## src/design/wmir_pkg.sv

```systemverilog
// Shared types, constants and table-geometry functions for the wavetable reader.
package wmir_pkg;

	localparam int CMD_Q_DEPTH = 4;
	localparam int OUT_Q_DEPTH = 4;
	localparam int DEF_FRAMES = 16;
	localparam int DEF_MIP_LEVELS = 11;
	localparam int DEF_TABLE_SIZE = 2048;

	localparam logic [16:0] MORPH_ONE = 17'h10000;
	localparam logic [1:0] STEP_FIRST = 2'd0;
	localparam logic [1:0] STEP_LAST = 2'd3;

	// kind codes carried on tuser
	localparam logic KIND_WRITE = 1'b0;
	localparam logic KIND_READ = 1'b1;

	typedef struct packed {
		logic rd;
		logic wr_en;
		logic zero;
		logic [31:0] frac;
		logic [15:0] wgt;
		logic [15:0] wdata;
	} cmd_ctl_t;

	function automatic int lvl_size(input int k, input int ts);
		return ts >> k;
	endfunction

	function automatic int lvl_off(input int k, input int ts);
		int acc;
		acc = 0;
		for (int n = 0; n < k; n++) begin
			acc += (ts >> n);
		end
		return acc;
	endfunction

	function automatic int store_depth(input int frames, input int mips, input int ts);
		return frames * lvl_off(mips, ts);
	endfunction

endpackage

```

## src/design/wmir_front.sv

```systemverilog
// Front end: takes items, clamps and checks fields, computes table addresses and weights.
module wmir_front #(
	parameter int FRAMES = wmir_pkg::DEF_FRAMES,
	parameter int MIP_LEVELS = wmir_pkg::DEF_MIP_LEVELS,
	parameter int TABLE_SIZE = wmir_pkg::DEF_TABLE_SIZE,
	parameter int ADDR_W = 16
) (
	input  logic                       clk,
	input  logic                       arst_n,
	input  logic                       in_valid,
	output logic                       in_ready,
	input  logic                       kind,
	input  logic [3:0]                 frame_sel,
	input  logic [3:0]                 mip_level,
	input  logic [10:0]                write_index,
	input  logic [15:0]                write_value,
	input  logic [16:0]                morph_position,
	input  logic [31:0]                phase,
	output logic                       cmd_valid,
	input  logic                       cmd_ready,
	output wmir_pkg::cmd_ctl_t         cmd_ctl,
	output logic [3:0][ADDR_W-1:0]     cmd_addr
);
	import wmir_pkg::*;

	localparam int STRIDE = lvl_off(MIP_LEVELS, TABLE_SIZE);
	localparam int FR_W = $clog2(FRAMES);
	localparam int IDX_W = $clog2(TABLE_SIZE);
	localparam int N_W = $clog2(TABLE_SIZE + 1);
	localparam int LV_W = (MIP_LEVELS > 1) ? $clog2(MIP_LEVELS) : 1;
	localparam int XW = 32 + N_W;
	localparam int PW = 17 + FR_W;

	logic [N_W-1:0] size_tab [MIP_LEVELS];
	logic [ADDR_W-1:0] off_tab [MIP_LEVELS];

	for (genvar k = 0; k < MIP_LEVELS; k++) begin : g_tab
		assign size_tab[k] = N_W'(lvl_size(k, TABLE_SIZE));
		assign off_tab[k] = ADDR_W'(lvl_off(k, TABLE_SIZE));
	end

	logic [3:0] lvl;
	logic [LV_W-1:0] lvl_idx;
	logic [N_W-1:0] n;
	logic [XW-1:0] x;
	logic [IDX_W-1:0] i, j;
	logic [N_W-1:0] i_nxt;
	logic [16:0] morph_sat;
	logic [PW-1:0] p;
	logic [FR_W-1:0] lower, upper;
	logic wr_ok;

	always_comb begin
		lvl = (mip_level >= 4'(MIP_LEVELS)) ? 4'(MIP_LEVELS - 1) : mip_level;
		lvl_idx = lvl[LV_W-1:0];
		n = size_tab[lvl_idx];
		x = XW'(phase) * XW'(n);
		i = x[32 +: IDX_W];
		i_nxt = N_W'(i) + 1'b1;
		// wrap to index zero in place of a guard sample
		j = (i_nxt == n) ? '0 : i_nxt[IDX_W-1:0];
		morph_sat = (morph_position > MORPH_ONE) ? MORPH_ONE : morph_position;
		p = PW'(morph_sat) * PW'(FRAMES - 1);
		lower = p[16 +: FR_W];
		upper = (lower == FR_W'(FRAMES - 1)) ? lower : lower + 1'b1;
		wr_ok = (n != '0) && (32'(write_index) < 32'(n)) && (32'(frame_sel) < 32'(FRAMES));
	end

	logic v_s1, rd_s1, wr_ok_s1, zero_s1;
	logic [ADDR_W-1:0] off_s1;
	logic [FR_W-1:0] lo_s1, hi_s1;
	logic [IDX_W-1:0] i_s1, j_s1;
	logic [31:0] f_s1;
	logic [15:0] w_s1, wd_s1;
	logic adv;

	assign in_ready = !v_s1 || cmd_ready;
	assign adv = in_valid && in_ready;

	always_ff @(posedge clk or negedge arst_n) begin
		if (!arst_n) begin
			v_s1 <= 1'b0;
		end else if (in_ready) begin
			v_s1 <= in_valid;
		end
	end

	always_ff @(posedge clk) begin
		if (adv) begin
			rd_s1 <= (kind == KIND_READ);
			wr_ok_s1 <= wr_ok;
			zero_s1 <= (n == '0);
			off_s1 <= off_tab[lvl_idx];
			lo_s1 <= (kind == KIND_READ) ? lower : FR_W'(frame_sel);
			hi_s1 <= upper;
			i_s1 <= (kind == KIND_READ) ? i : IDX_W'(write_index);
			j_s1 <= j;
			f_s1 <= x[31:0];
			w_s1 <= p[15:0];
			wd_s1 <= write_value;
		end
	end

	logic [ADDR_W-1:0] base_lo, base_hi;

	always_comb begin
		base_lo = ADDR_W'(lo_s1) * ADDR_W'(STRIDE) + off_s1;
		base_hi = ADDR_W'(hi_s1) * ADDR_W'(STRIDE) + off_s1;
		if (zero_s1) begin
			cmd_addr = '0;
		end else begin
			cmd_addr[0] = base_lo + ADDR_W'(i_s1);
			cmd_addr[1] = base_lo + ADDR_W'(j_s1);
			cmd_addr[2] = base_hi + ADDR_W'(i_s1);
			cmd_addr[3] = base_hi + ADDR_W'(j_s1);
		end
		cmd_ctl.rd = rd_s1;
		cmd_ctl.wr_en = wr_ok_s1;
		cmd_ctl.zero = zero_s1;
		cmd_ctl.frac = f_s1;
		cmd_ctl.wgt = w_s1;
		cmd_ctl.wdata = wd_s1;
	end

	assign cmd_valid = v_s1;

endmodule

```

## config.mk

```make
export PLATFORM = sky130hd
export DESIGN_NAME = wmir_front
export DESIGN_NICKNAME = d
export VERILOG_FILES = /design/src/design/wmir_pkg.sv /design/src/design/wmir_front.sv
export SDC_FILE = /design/constraint.sdc
export NUM_CORES = 1
export LEC_CHECK = 0
export ABC_AREA = 1
export BUFFER_PORTS_ARGS = -buffer_cell sky130_fd_sc_hd__buf_2
export CAP_MARGIN = 0
export CORE_MARGIN = 3
export CORE_UTILIZATION = 30
export DETAILED_ROUTE_END_ITERATION = 7
export PLACE_DENSITY = 0.54
export SLEW_MARGIN = 30
export SYNTH_ARGS = -nofsm -noshare
export SYNTH_HDL_FRONTEND = slang
export SYNTH_SLANG_ARGS = --single-unit
```

## constraint.sdc

```tcl
create_clock -name clk -period 7.54 [get_ports clk]
set_input_delay 0.754 -clock clk [delete_from_list [all_inputs] [get_ports clk]]
set_output_delay 0.754 -clock clk [all_outputs]
set_load 0.02 [all_outputs]
```

==> run_results.csv <==
group,metric,value,unit
outcome,status,"finished clean",
global_routing,grt_usage,17.08,%
timing,clock_skew,0.01680,ns
worst_setup_path,start_kind,"flip-flop",
logic_synthesis,async_flop_share,0.9346,%
global_routing,grt_max_degree,57,
clock_network,insertion_delay,0.37,ns
routing,finalWirelength,65840,um
routing,wl_per_cell,16.28,um
placement,dp_hpwl,56150,um
layout,final_common_cell,"inv_1",
logic_synthesis,syn_inst,2842,
timing,clock.fmax,140.3,MHz
clock_network,cts_hold_buffers,0,
timing,tns,0,ns
logic_synthesis,synth_flop_cell,"edfxtp_1",
routing,drt_iter0_markers,959,
logic_synthesis,synth_warnings,0,
global_routing,antenna_found_initial,4,
logic_synthesis,synth_compound_area_share,7.499,%
layout,areaGrowthSynthToFinish,13.47,%
global_routing,grt_pass1_vias,18795,
worst_setup_path,slowest_stage,"fa_2",
timing,slew-limit-headroom,45.83,%
job,max_cap_viol_count,0,
hold_path,hold_path_class,"input port to async pin",
worst_setup_path,worstPathRequired,6.79,ns
worst_setup_path,end_kind,"output port",
worst_setup_path,r2r_cells,3,
logic_synthesis,synth_xor_area_share,3.470,%
floorplanning,rows,99,
routing,dr_total_vias,18544,
placement,routabilityCongestion,0.9201,
floorplanning,pin_count,222,
global_routing,grt_overflow_total,0,
logic_synthesis,synth-simple-area-share,20.94,%
floorplanning,die_h,277.9,um
clock_network,cts.sinks,107,
timing,finalWorstSetupSlack,0.4123,ns
routing,drtAntennaViolNets,0,
timing,fin_crit,7.128,ns
timing,tightest_slew,0.8125,ns
logic_synthesis,synth_top_family_by_area,"adder cells",
routing,vias_per_cell,4.584,
routing,dr.pass1.iters,5,
worst_setup_path,path_class,"flip-flop to output port",
worst_setup_path,critPathMaxStageDelay,0.65,ns
logic_synthesis,syn_area_per_cell,7.803,sq um
global_routing,grt_pass1_wl,104400,um
worst_setup_path,arrival,6.37,ns
logic_synthesis,yosys.area_share.adder,41.71,%
layout,finish.utilization,34.43,%
worst_setup_path,critPathMaxFanout,5,
timing,rsz0062_at_grt,"yes",
placement,dp_slack,0.01594,ns
logic_synthesis,ys_seq_elements,107,
floorplanning,start_util,30.34,%
floorplanning,die_area,0.07721,sq mm
clock_network,max-clock-path-buffers,2,
timing,hold_viol,0,
clock_network,cts_tree,"done",
timing,drv_slew,0,
clock_network,htree_levels,3,
logic_synthesis,ys_seq_area_share,14.47,%
clock_network,cts_buffers,9,
worst_setup_path,cp-endpoint,"cmd_addr[62]",
floorplanning,design.core.area,0.07308,sq mm
clock_network,clkTransAtPathRegs,0.08,ns
worst_setup_path,crit_start,"hi_s1[1]",
logic_synthesis,netlist_area,0.02218,sq mm
clock_network,cts-root-buf,"clkbuf_16",
logic_synthesis,synth_cell_types,50,
timing,setup_viol,0,
logic_synthesis,synth_edf_count,106,
worst_setup_path,r2r-start,"cmd_valid",
worst_setup_path,reg2reg_setup_slack,5.18,ns
placement,portBuffers,220,
layout,final_cell_mix,"628 x inv_1, 594 x nand2_1, 322 x nor2_1",
layout,drive_above_1_share,12.87,%
timing,finalCritPeriodShare,94.53,%
floorplanning,die_width,277.9,um
worst_setup_path,cpMostUsedCell,"inv_1",
layout,nets,3714,
routing,drc,0,
logic_synthesis,synth.area.mux_share,0,%
worst_setup_path,worst_r2r_endpoint,"off_s1[9]",
how the worst min path moves through the flow:
| stage | end |
|---|---|
| 3_3_place_gp | cmd_valid |
| 2_1_floorplan | cmd_valid |
| 3_5_place_dp | cmd_valid |
| 5_1_grt | cmd_valid |
| 6_report | cmd_valid |
| 4_1_cts | cmd_valid |
layer usage:
layer	track usage, %	vias to the layer above	routed length, um	share of wire, %
li1	-	9162	-	-
met1	24.31	8958	31910	48
met2	28.37	378	30120	46
met3	1.523	46	2750	4.2
met4	3.452	0	1057	1.6
met5	0	-	0	0
stage by stage:
step | cell area [sq um] | hold slack, ns | cells
final | 25160 | 0.1315 | 4045
after global placement | 24770 | 0.5287 | 4021
after floorplan | 22180 | 0.4584 | 2843
after detailed placement | 24770 | 0.5290 | 4021
after global routing | 25160 | 0.1129 | 4043
after CTS | 25070 | 0.1127 | 4037
synth_stat cells, drive strengths merged, types with 7 or more instances:
cell type  instances  share of area, %
inv              639                11
nand2            627                11
nor2             358               6.7
fa               322                29
ha               224                13
a21oi            152               3.5
edfxtp           106                14
o21ai             92               2.1
nand3             65               1.7
xor2              58               2.3
clkbuf            34              0.58
xnor2             29               1.1
nor3              19              0.50
buf               18              0.42
nand4             16              0.45
a31oi             12              0.34
o21bai            11              0.37
o31ai             11              0.37
nor4               7              0.20
worst max-delay path, delay by kind of cell, from the launching register on:
family	cells	cell delay, ns
AND/OR/NAND/NOR	9	1.03
buffers and inverters	6	0.57
adder cells (fa/ha/maj)	6	2.71
XOR/XNOR	1	0.19
flip-flops	1	0.45
AO/OA/AOI/OAI	6	1.05
state kept, by name (all words and copies together), names as in the netlist:
register   count
wr_ok_s1       1
j_s1          11
hi_s1          4
off_s1        10
i_s1          11
lo_s1          4
f_s1          31
wd_s1         16
w_s1          16
zero_s1        1
rd_s1          1
cmd_valid      1
final cells by class:
cell class	instances	area, sq um
Timing Repair Buffer	276	1622
Sequential cell	107	3208
Clock inverter	7	80.08
Antenna cell	2	5.005
Clock buffer	9	225.2
Multi-Input combinational cell	2041	16410
Inverter	644	2417
Fill cell	7848	47920
Tap cell	959	1200
timing repair:
action                                  4_1_cts  5_1_grt
setup buffers                                 0        5
gates resized for setup                       0        9
endpoints found under the setup margin        0       17
kinds of logic after synthesis:
family                   Yosys count
flip-flops                       107
adder cells (fa/ha/maj)          546
buffers and inverters            696
AND/OR/NAND/NOR                 1103
other                              1
XOR/XNOR                          87
AO/OA/AOI/OAI                    302
Power is left out: the tool's default activity adds up to more than one toggle a clock period on the data nets, which glitch-free logic cannot reach.
