[config.mk]
export PLATFORM = sky130hd
export DESIGN_NAME = wmir_queue
export DESIGN_NICKNAME = d
export VERILOG_FILES = /design/src/design/wmir_queue.sv
export SDC_FILE = /design/constraint.sdc
export NUM_CORES = 1
export LEC_CHECK = 0
export ABC_CLOCK_PERIOD_IN_PS = 2100
export BUFFER_PORTS_ARGS = -buffer_cell sky130_fd_sc_hd__buf_2
export CORE_ASPECT_RATIO = 0.75
export CORE_MARGIN = 8
export CORE_UTILIZATION = 50
export CTS_BUF_LIST = sky130_fd_sc_hd__clkbuf_8
export DETAILED_ROUTE_END_ITERATION = 8
export PLACE_DENSITY = 0.74
export SYNTH_ARGS = -nofsm -noshare
export SYNTH_HDL_FRONTEND = slang
export SYNTH_SLANG_ARGS = --single-unit
[constraint.sdc]
create_clock -name clk -period 2.1 [get_ports clk]
set_input_delay 0.42 -clock clk [delete_from_list [all_inputs] [get_ports clk]]
set_output_delay 0.42 -clock clk [all_outputs]
set_load 0.02 [all_outputs]
[src/design/wmir_queue.sv]
// Small register FIFO used for the command queue and the result buffer.
module wmir_queue #(
	parameter int W = 16,
	parameter int DEPTH = 4
) (
	input  logic         clk,
	input  logic         arst_n,
	input  logic         push_valid,
	output logic         push_ready,
	input  logic [W-1:0] push_data,
	output logic         pop_valid,
	input  logic         pop_ready,
	output logic [W-1:0] pop_data
);
	localparam int PTR_W = (DEPTH > 1) ? $clog2(DEPTH) : 1;
	localparam int CNT_W = $clog2(DEPTH + 1);

	logic [W-1:0] mem_q [DEPTH];
	logic [PTR_W-1:0] wr_ptr_q, rd_ptr_q;
	logic [CNT_W-1:0] cnt_q;
	logic push, pop;

	assign push_ready = (cnt_q != CNT_W'(DEPTH));
	assign pop_valid = (cnt_q != '0);
	assign push = push_valid && push_ready;
	assign pop = pop_valid && pop_ready;
	assign pop_data = mem_q[rd_ptr_q];

	always_ff @(posedge clk or negedge arst_n) begin
		if (!arst_n) begin
			wr_ptr_q <= '0;
			rd_ptr_q <= '0;
			cnt_q <= '0;
		end else begin
			if (push) begin
				wr_ptr_q <= (wr_ptr_q == PTR_W'(DEPTH - 1)) ? '0 : wr_ptr_q + 1'b1;
			end
			if (pop) begin
				rd_ptr_q <= (rd_ptr_q == PTR_W'(DEPTH - 1)) ? '0 : rd_ptr_q + 1'b1;
			end
			if (push && !pop) begin
				cnt_q <= cnt_q + 1'b1;
			end else if (pop && !push) begin
				cnt_q <= cnt_q - 1'b1;
			end
		end
	end

	always_ff @(posedge clk) begin
		if (push) begin
			mem_q[wr_ptr_q] <= push_data;
		end
	end

endmodule

==> results of run 1 <==
## registers in the layout (all words and copies together), names as in the netlist
signal / cells
cnt_q: 3
rd_ptr_q: 2
wr_ptr_q: 2
mem_q: 64
## how the worst max path moves through the flow
stage               slack (ns)            to  depth (start not counted)   startpoint
floorplan                 0.02      cnt_q[1]                          6     cnt_q[1]
global placement          0.06      cnt_q[1]                          6     cnt_q[1]
detailed placement       -0.02      cnt_q[1]                          6     cnt_q[1]
CTS                       0.01      cnt_q[1]                          6     cnt_q[1]
global route           -0.0007  pop_data[14]                          3  rd_ptr_q[0]
finish                    0.05      cnt_q[1]                          6     cnt_q[0]
## placed cells by master, fill, tap and decap left out, types with 2 or more instances in the layout
cell type / synthesis / layout
and3_2: 4 / 4
buf_2: 2 / 37
buf_4: 1 / 4
bufinv_16: 0 / 2
clkbuf_8: 0 / 9
clkinv_2: 0 / 2
dfrtp_1: 7 / 6
edfxtp_1: 64 / 64
ha_1: 6 / 5
inv_1: 3 / 3
mux2_2: 3 / 3
mux2_4: 2 / 2
mux4_2: 16 / 16
nor2_1: 3 / 3
xor2_1: 2 / 2
## final cells by class
| cell class | instances | area [um2] |
|---|---|---|
| Tap cell | 75 | 93.84 |
| Clock inverter | 6 | 86.33 |
| Timing Repair Buffer | 44 | 270.3 |
| Sequential cell | 71 | 2098 |
| Inverter | 3 | 11.26 |
| Clock buffer | 9 | 123.9 |
| Multi-Input combinational cell | 42 | 641.9 |
| Fill cell | 367 | 1998 |
## synth_stat cells (all sizes together)
cell / instances / share of area (%)
and2: 1 / 0.32
nand2: 1 / 0.14
and3: 4 / 1.1
or3: 1 / 0.27
dfrtp: 7 / 6.4
xor2: 2 / 0.64
mux2: 5 / 2.3
nor2: 3 / 0.41
mux4: 16 / 13
edfxtp: 64 / 70
clkbuf: 1 / 0.14
ha: 6 / 2.7
fa: 1 / 0.73
buf: 3 / 0.64
or3b: 1 / 0.41
xnor2: 1 / 0.32
inv: 3 / 0.41
## critical path: stages, from the launching register on
cell and delay, ns:
dfrtp_1 0.43, or3b_4 0.40, and2_4 0.17, ha_4 0.16, inv_1 0.07, fa_1 0.43, mux2_2 0.27
## report_power, final
part	leakage, uW	internal [uW]	switching (uW)
logic	0.000438	820	955
registers	0.000668	1890	124
clock network	0.000105	659	465
total	0.00121	3370	1540
## per-layer routing
| layer | global-route usage [%] | up-vias |
|---|---|---|
| met5 | 0 | - |
| met4 | 5.333 | 0 |
| met3 | 6.045 | 7 |
| met2 | 21.37 | 36 |
| met1 | 14.02 | 649 |
| li1 | - | 592 |
## metrics by stage
| step | setup TNS, ns | hold WS [ns] |
|---|---|---|
| global placement | 0 | 0.2540 |
| detailed placement | -0.01507 | 0.2708 |
| floorplan | 0 | 0.1244 |
| CTS | 0 | 0.2766 |
| finish | 0 | 0.2961 |
| global route | -0.0006936 | 0.2801 |
## cells by family (layout without fill, tap and decap cells)
logic type               count (synthesis)  after routing  share of synthesized area, %
XOR/XNOR                                 3              3                        0.9565
adder cells (fa/ha/maj)                  7              7                         3.461
buffers and inverters                    7             62                         1.184
flip-flops                              71             71                         76.32
multiplexers                            21             21                         15.44
AND/OR/NAND/NOR                         11             11                         2.641
## repair_timing
action / 4_1_cts / 5_1_grt
pin swaps: 0 / 2
endpoints found under the hold margin: 7 / 0
setup endpoints to repair: 1 / 11
hold buffers: 1 / 0
setup buffers: 0 / 2
gates cloned: 0 / 1
resized for setup: 1 / 4
==> results.json, run 1 <==
{
  "core_mm2": 0.005324,
  "dieHeight_um": 80.20,
  "synthToLayoutAreaGrowth_pct": 21.04,
  "max_freq_ghz": 0.4871,
  "top_layer_used": "met4",
  "hold_path_end": "mem_q[3][2]",
  "min_from": "push_data[2]",
  "worstSetupPathType": "flop to flop",
  "htree_levels": 3,
  "drt_wl_total_um": 4851,
  "pre_cts_ws_ns": -0.01507,
  "met1_length_um": 1940,
  "timing.final.ws_setup_ns": 0.04700,
  "worstSetupEndpointType": "flop",
  "syn_area_per_cell_um2": 22.90,
  "ys_ff_latch": 71,
  "insertedDiodeCount": 0,
  "drt-initial-drc-count": 70,
  "fp-row-count": 23,
  "drtAntennaViolNets": 0,
  "finalClockSkew_ns": 0.006130,
  "ys_warn_count": 0,
  "die_w_um": 101.6,
  "nets": 198,
  "finalInstanceArea_mm2": 0.003326,
  "wire_per_inst_um": 19.40,
  "cp.required_ns": 2.32,
  "rsz0062_at_grt": "true",
  "antenna_found_initial": 0,
  "start_util_pct": 51.61,
  "drcViolationCount": 0,
  "placed_cell_area_mm2": 0.003044,
  "port_buffers": 37,
  "routed-wl-met2_um": 2515,
  "start_kind": "flop",
  "synth_area_mm2": 0.002748,
  "ios": 38,
  "path_clk_slew_ns": 0.07,
  "maxSlewViolCount": 0,
  "period_needed_ns": 2.053,
  "final_cells": 250,
  "cts_sinks": 71,
  "maxSlewHeadroom_pct": 71.19,
  "clock_path_buffers": 2,
  "grt_pass1_wl_um": 7396,
  "vdd_drop_max_mv": 0.8625,
  "final_hold_viol_count": 0,
  "p_leak_uw": 0.001210,
  "place.detailed.hpwl_um": 3192,
  "whs_path_depth": 1,
  "p_total_uw": 4915,
  "routabilityCongestion": 0.7177,
  "grt_pass1_vias": 1385,
  "powerDensity_mw_per_mm2": 1478,
  "synth_cell_types": 19,
  "max_cap_viol_count": 0,
  "r2r_start": "cnt_q[0]",
  "die-area_mm2": 0.008148,
  "synthCells": 120,
  "via_per_inst": 5.136,
  "clk_latency_ns": 0.34,
  "finalCritPeriodShare_pct": 97.76,
  "final-setup-viol-count": 0,
  "regToRegSetupSlack_ns": 0.05,
  "yosysSeqAreaShare_pct": 76.32,
  "grt_usage_pct": 12.89,
  "worst_ep_arrival_time_ns": 2.27,
  "drive_above_1_share_pct": 50.86,
  "vias": 1284,
  "numPlacedInstances": 231,
  "cts_tree": "done",
  "status": "finished, final reports clean",
  "cp_max_fo": 4,
  "worst_pin_slew_ns": 0.4321,
  "met3_length_um": 336,
  "grt_start_max_net_pins": 20,
  "r2r-end": "cnt_q[1]",
  "drtPass1Iterations": 4,
  "final_util_pct": 62.47,
  "worstHoldPathType": "primary input to flop",
  "grt_overflow": 0,
  "r2r_cells": 6,
  "syn_nets": 147,
  "numCtsBuffers": 9,
  "cts_root_buf": "clkbuf_8"
}
No activity file was read; power rests on OpenSTA's default activity.
==> run 2: changes to the inputs <==
CTS_BUF_LIST = sky130_fd_sc_hd__clkbuf_4   (was sky130_fd_sc_hd__clkbuf_8)
==> results.json, run 2 (same netlist as run 1, synthesis figures left out) <==
{
  "status": "complete, but fails checks",
  "violations": "setup timing",
  "worstSetupPathType": "flop to output port",
  "worstHoldPathType": "primary input to flop",
  "die-area_mm2": 0.008148,
  "worst_pin_slew_ns": 0.4439,
  "max_freq_ghz": 0.4747,
  "worstSetupEndpointType": "output port",
  "p_total_uw": 4899,
  "ios": 38,
  "final_util_pct": 62.73,
  "final_common_cell": "edfxtp_1",
  "regMostFlops": "mem_q",
  "finalInstanceArea_mm2": 0.003339,
  "final_cell_mix": "edfxtp_1 (64), buf_2 (27), mux4_2 (16)",
  "via_per_inst": 5.143,
  "cts_sinks": 71,
  "path_clk_slew_ns": 0.11,
  "final-setup-viol-count": 2,
  "routabilityCongestion": 0.7177,
  "cp.required_ns": 1.68,
  "cts_tree": "done",
  "nets": 199,
  "grt_overflow": 0,
  "grt_pass1_wl_um": 7403,
  "synthToLayoutAreaGrowth_pct": 21.54,
  "regToRegSetupSlack_ns": 0.04,
  "wire_per_inst_um": 19.50,
  "largest_register_ffs": 64,
  "worst_ep_arrival_time_ns": 1.69,
  "grt.busiest_layer": "met2",
  "final_hold_viol_count": 0,
  "rsz0062_at_grt": "true",
  "timing.final.ws_setup_ns": -0.006419,
  "powerDensity_mw_per_mm2": 1467,
  "maxSlewViolCount": 0,
  "whs_path_depth": 1,
  "finalClockSkew_ns": 0.007594,
  "drive_above_1_share_pct": 51.14,
  "clock_path_buffers": 2,
  "htree_levels": 3,
  "vdd_drop_max_mv": 0.5731,
  "place.detailed.hpwl_um": 3192,
  "top_regs": "mem_q x64, cnt_q x3",
  "drt-initial-drc-count": 93,
  "fp-row-count": 23,
  "vias": 1291,
  "multi_input_area_um2": 641.9,
  "p_leak_uw": 0.001213,
  "r2r_cells": 6,
  "met2_usage_pct": 21.43,
  "drcViolationCount": 0,
  "holdWs_ns": 0.2224,
  "drtPass1Iterations": 4,
  "drtAntennaViolNets": 0,
  "max_cap_viol_count": 0,
  "core_mm2": 0.005324,
  "grt_usage_pct": 13.00,
  "numCtsBuffers": 9,
  "seqCellArea_mm2": 0.002098,
  "start_kind": "flop",
  "placed_cell_area_mm2": 0.003044,
  "met3_usage_pct": 7.081,
  "cp_max_fo": 10,
  "grt_start_max_net_pins": 20,
  "cts_root_buf": "clkbuf_4",
  "start_util_pct": 51.61,
  "insertedDiodeCount": 0,
  "met1_usage_pct": 13.96,
  "port_buffers": 37,
  "finalCritPeriodShare_pct": 100.3,
  "clk_latency_ns": 0.40,
  "period_needed_ns": 2.106,
  "fillCellCount": 367,
  "antenna_found_initial": 0,
  "drt_wl_total_um": 4895,
  "die_w_um": 101.6,
  "dieHeight_um": 80.20,
  "maxSlewHeadroom_pct": 70.41,
  "grt_pass1_vias": 1389
}
-- run 2: critical path: stages (launching register included) --
cell and delay (ns):
dfrtp_2 0.42, buf_12 0.16, mux4_2 0.52, buf_2 0.18
-- run 2: routing by layer --
layer | share of wire [%] | routed length [um] | vias to the layer above
li1 | - | - | 595
met1 | 40 | 1955 | 655
met2 | 52 | 2535 | 36
met3 | 7.2 | 351 | 5
met4 | 1.1 | 52 | 0
met5 | 0 | 0 | -
-- run 2: final timing paths --
check,startpoint,end
setup / recovery,rd_ptr_q[0],pop_data[4]
max in group asynchronous,arst_n,rd_ptr_q[0]
hold / removal,push_data[2],mem_q[3][2]
setup reg to reg,cnt_q[0],cnt_q[1]
min in group asynchronous,arst_n,cnt_q[2]
hold reg to reg,cnt_q[2],cnt_q[2]
-- run 2: cell type report --
| class | count | share of cell area, % |
|---|---|---|
| Clock buffer | 9 | 2.023 |
| Tap cell | 75 | 2.810 |
| Timing Repair Buffer | 45 | 10.19 |
| Multi-Input combinational cell | 42 | 19.22 |
| Sequential cell | 71 | 62.83 |
| Inverter | 3 | 0.3372 |
| Clock inverter | 6 | 2.585 |
-- run 2: report_power, final --
| part | internal, uW | switching, uW |
|---|---|---|
| logic | 981 | 987 |
| clock network | 474 | 443 |
| registers | 1890 | 125 |
| total | 3340 | 1550 |
-- run 2: through the flow --
step                      setup TNS [ns]  setup WS [ns]  std cells
after CTS                        -0.6359       -0.06152        247
after global routing              -1.161       -0.09672        251
after detailed placement        -0.01507       -0.01507        231
after global placement                 0        0.06219        231
final                          -0.007164      -0.006419        251
after floorplan                        0        0.01582        120
-- run 2: what timing repair did --
| action | 4_1_cts | 5_1_grt |
|---|---|---|
| hold endpoints to repair | 7 | 0 |
| pin swaps | 0 | 2 |
| hold buffers | 1 | 0 |
| gates resized for setup | 3 | 22 |
| setup buffers | 0 | 3 |
| endpoints found under the setup margin | 17 | 18 |
| cloned | 0 | 1 |
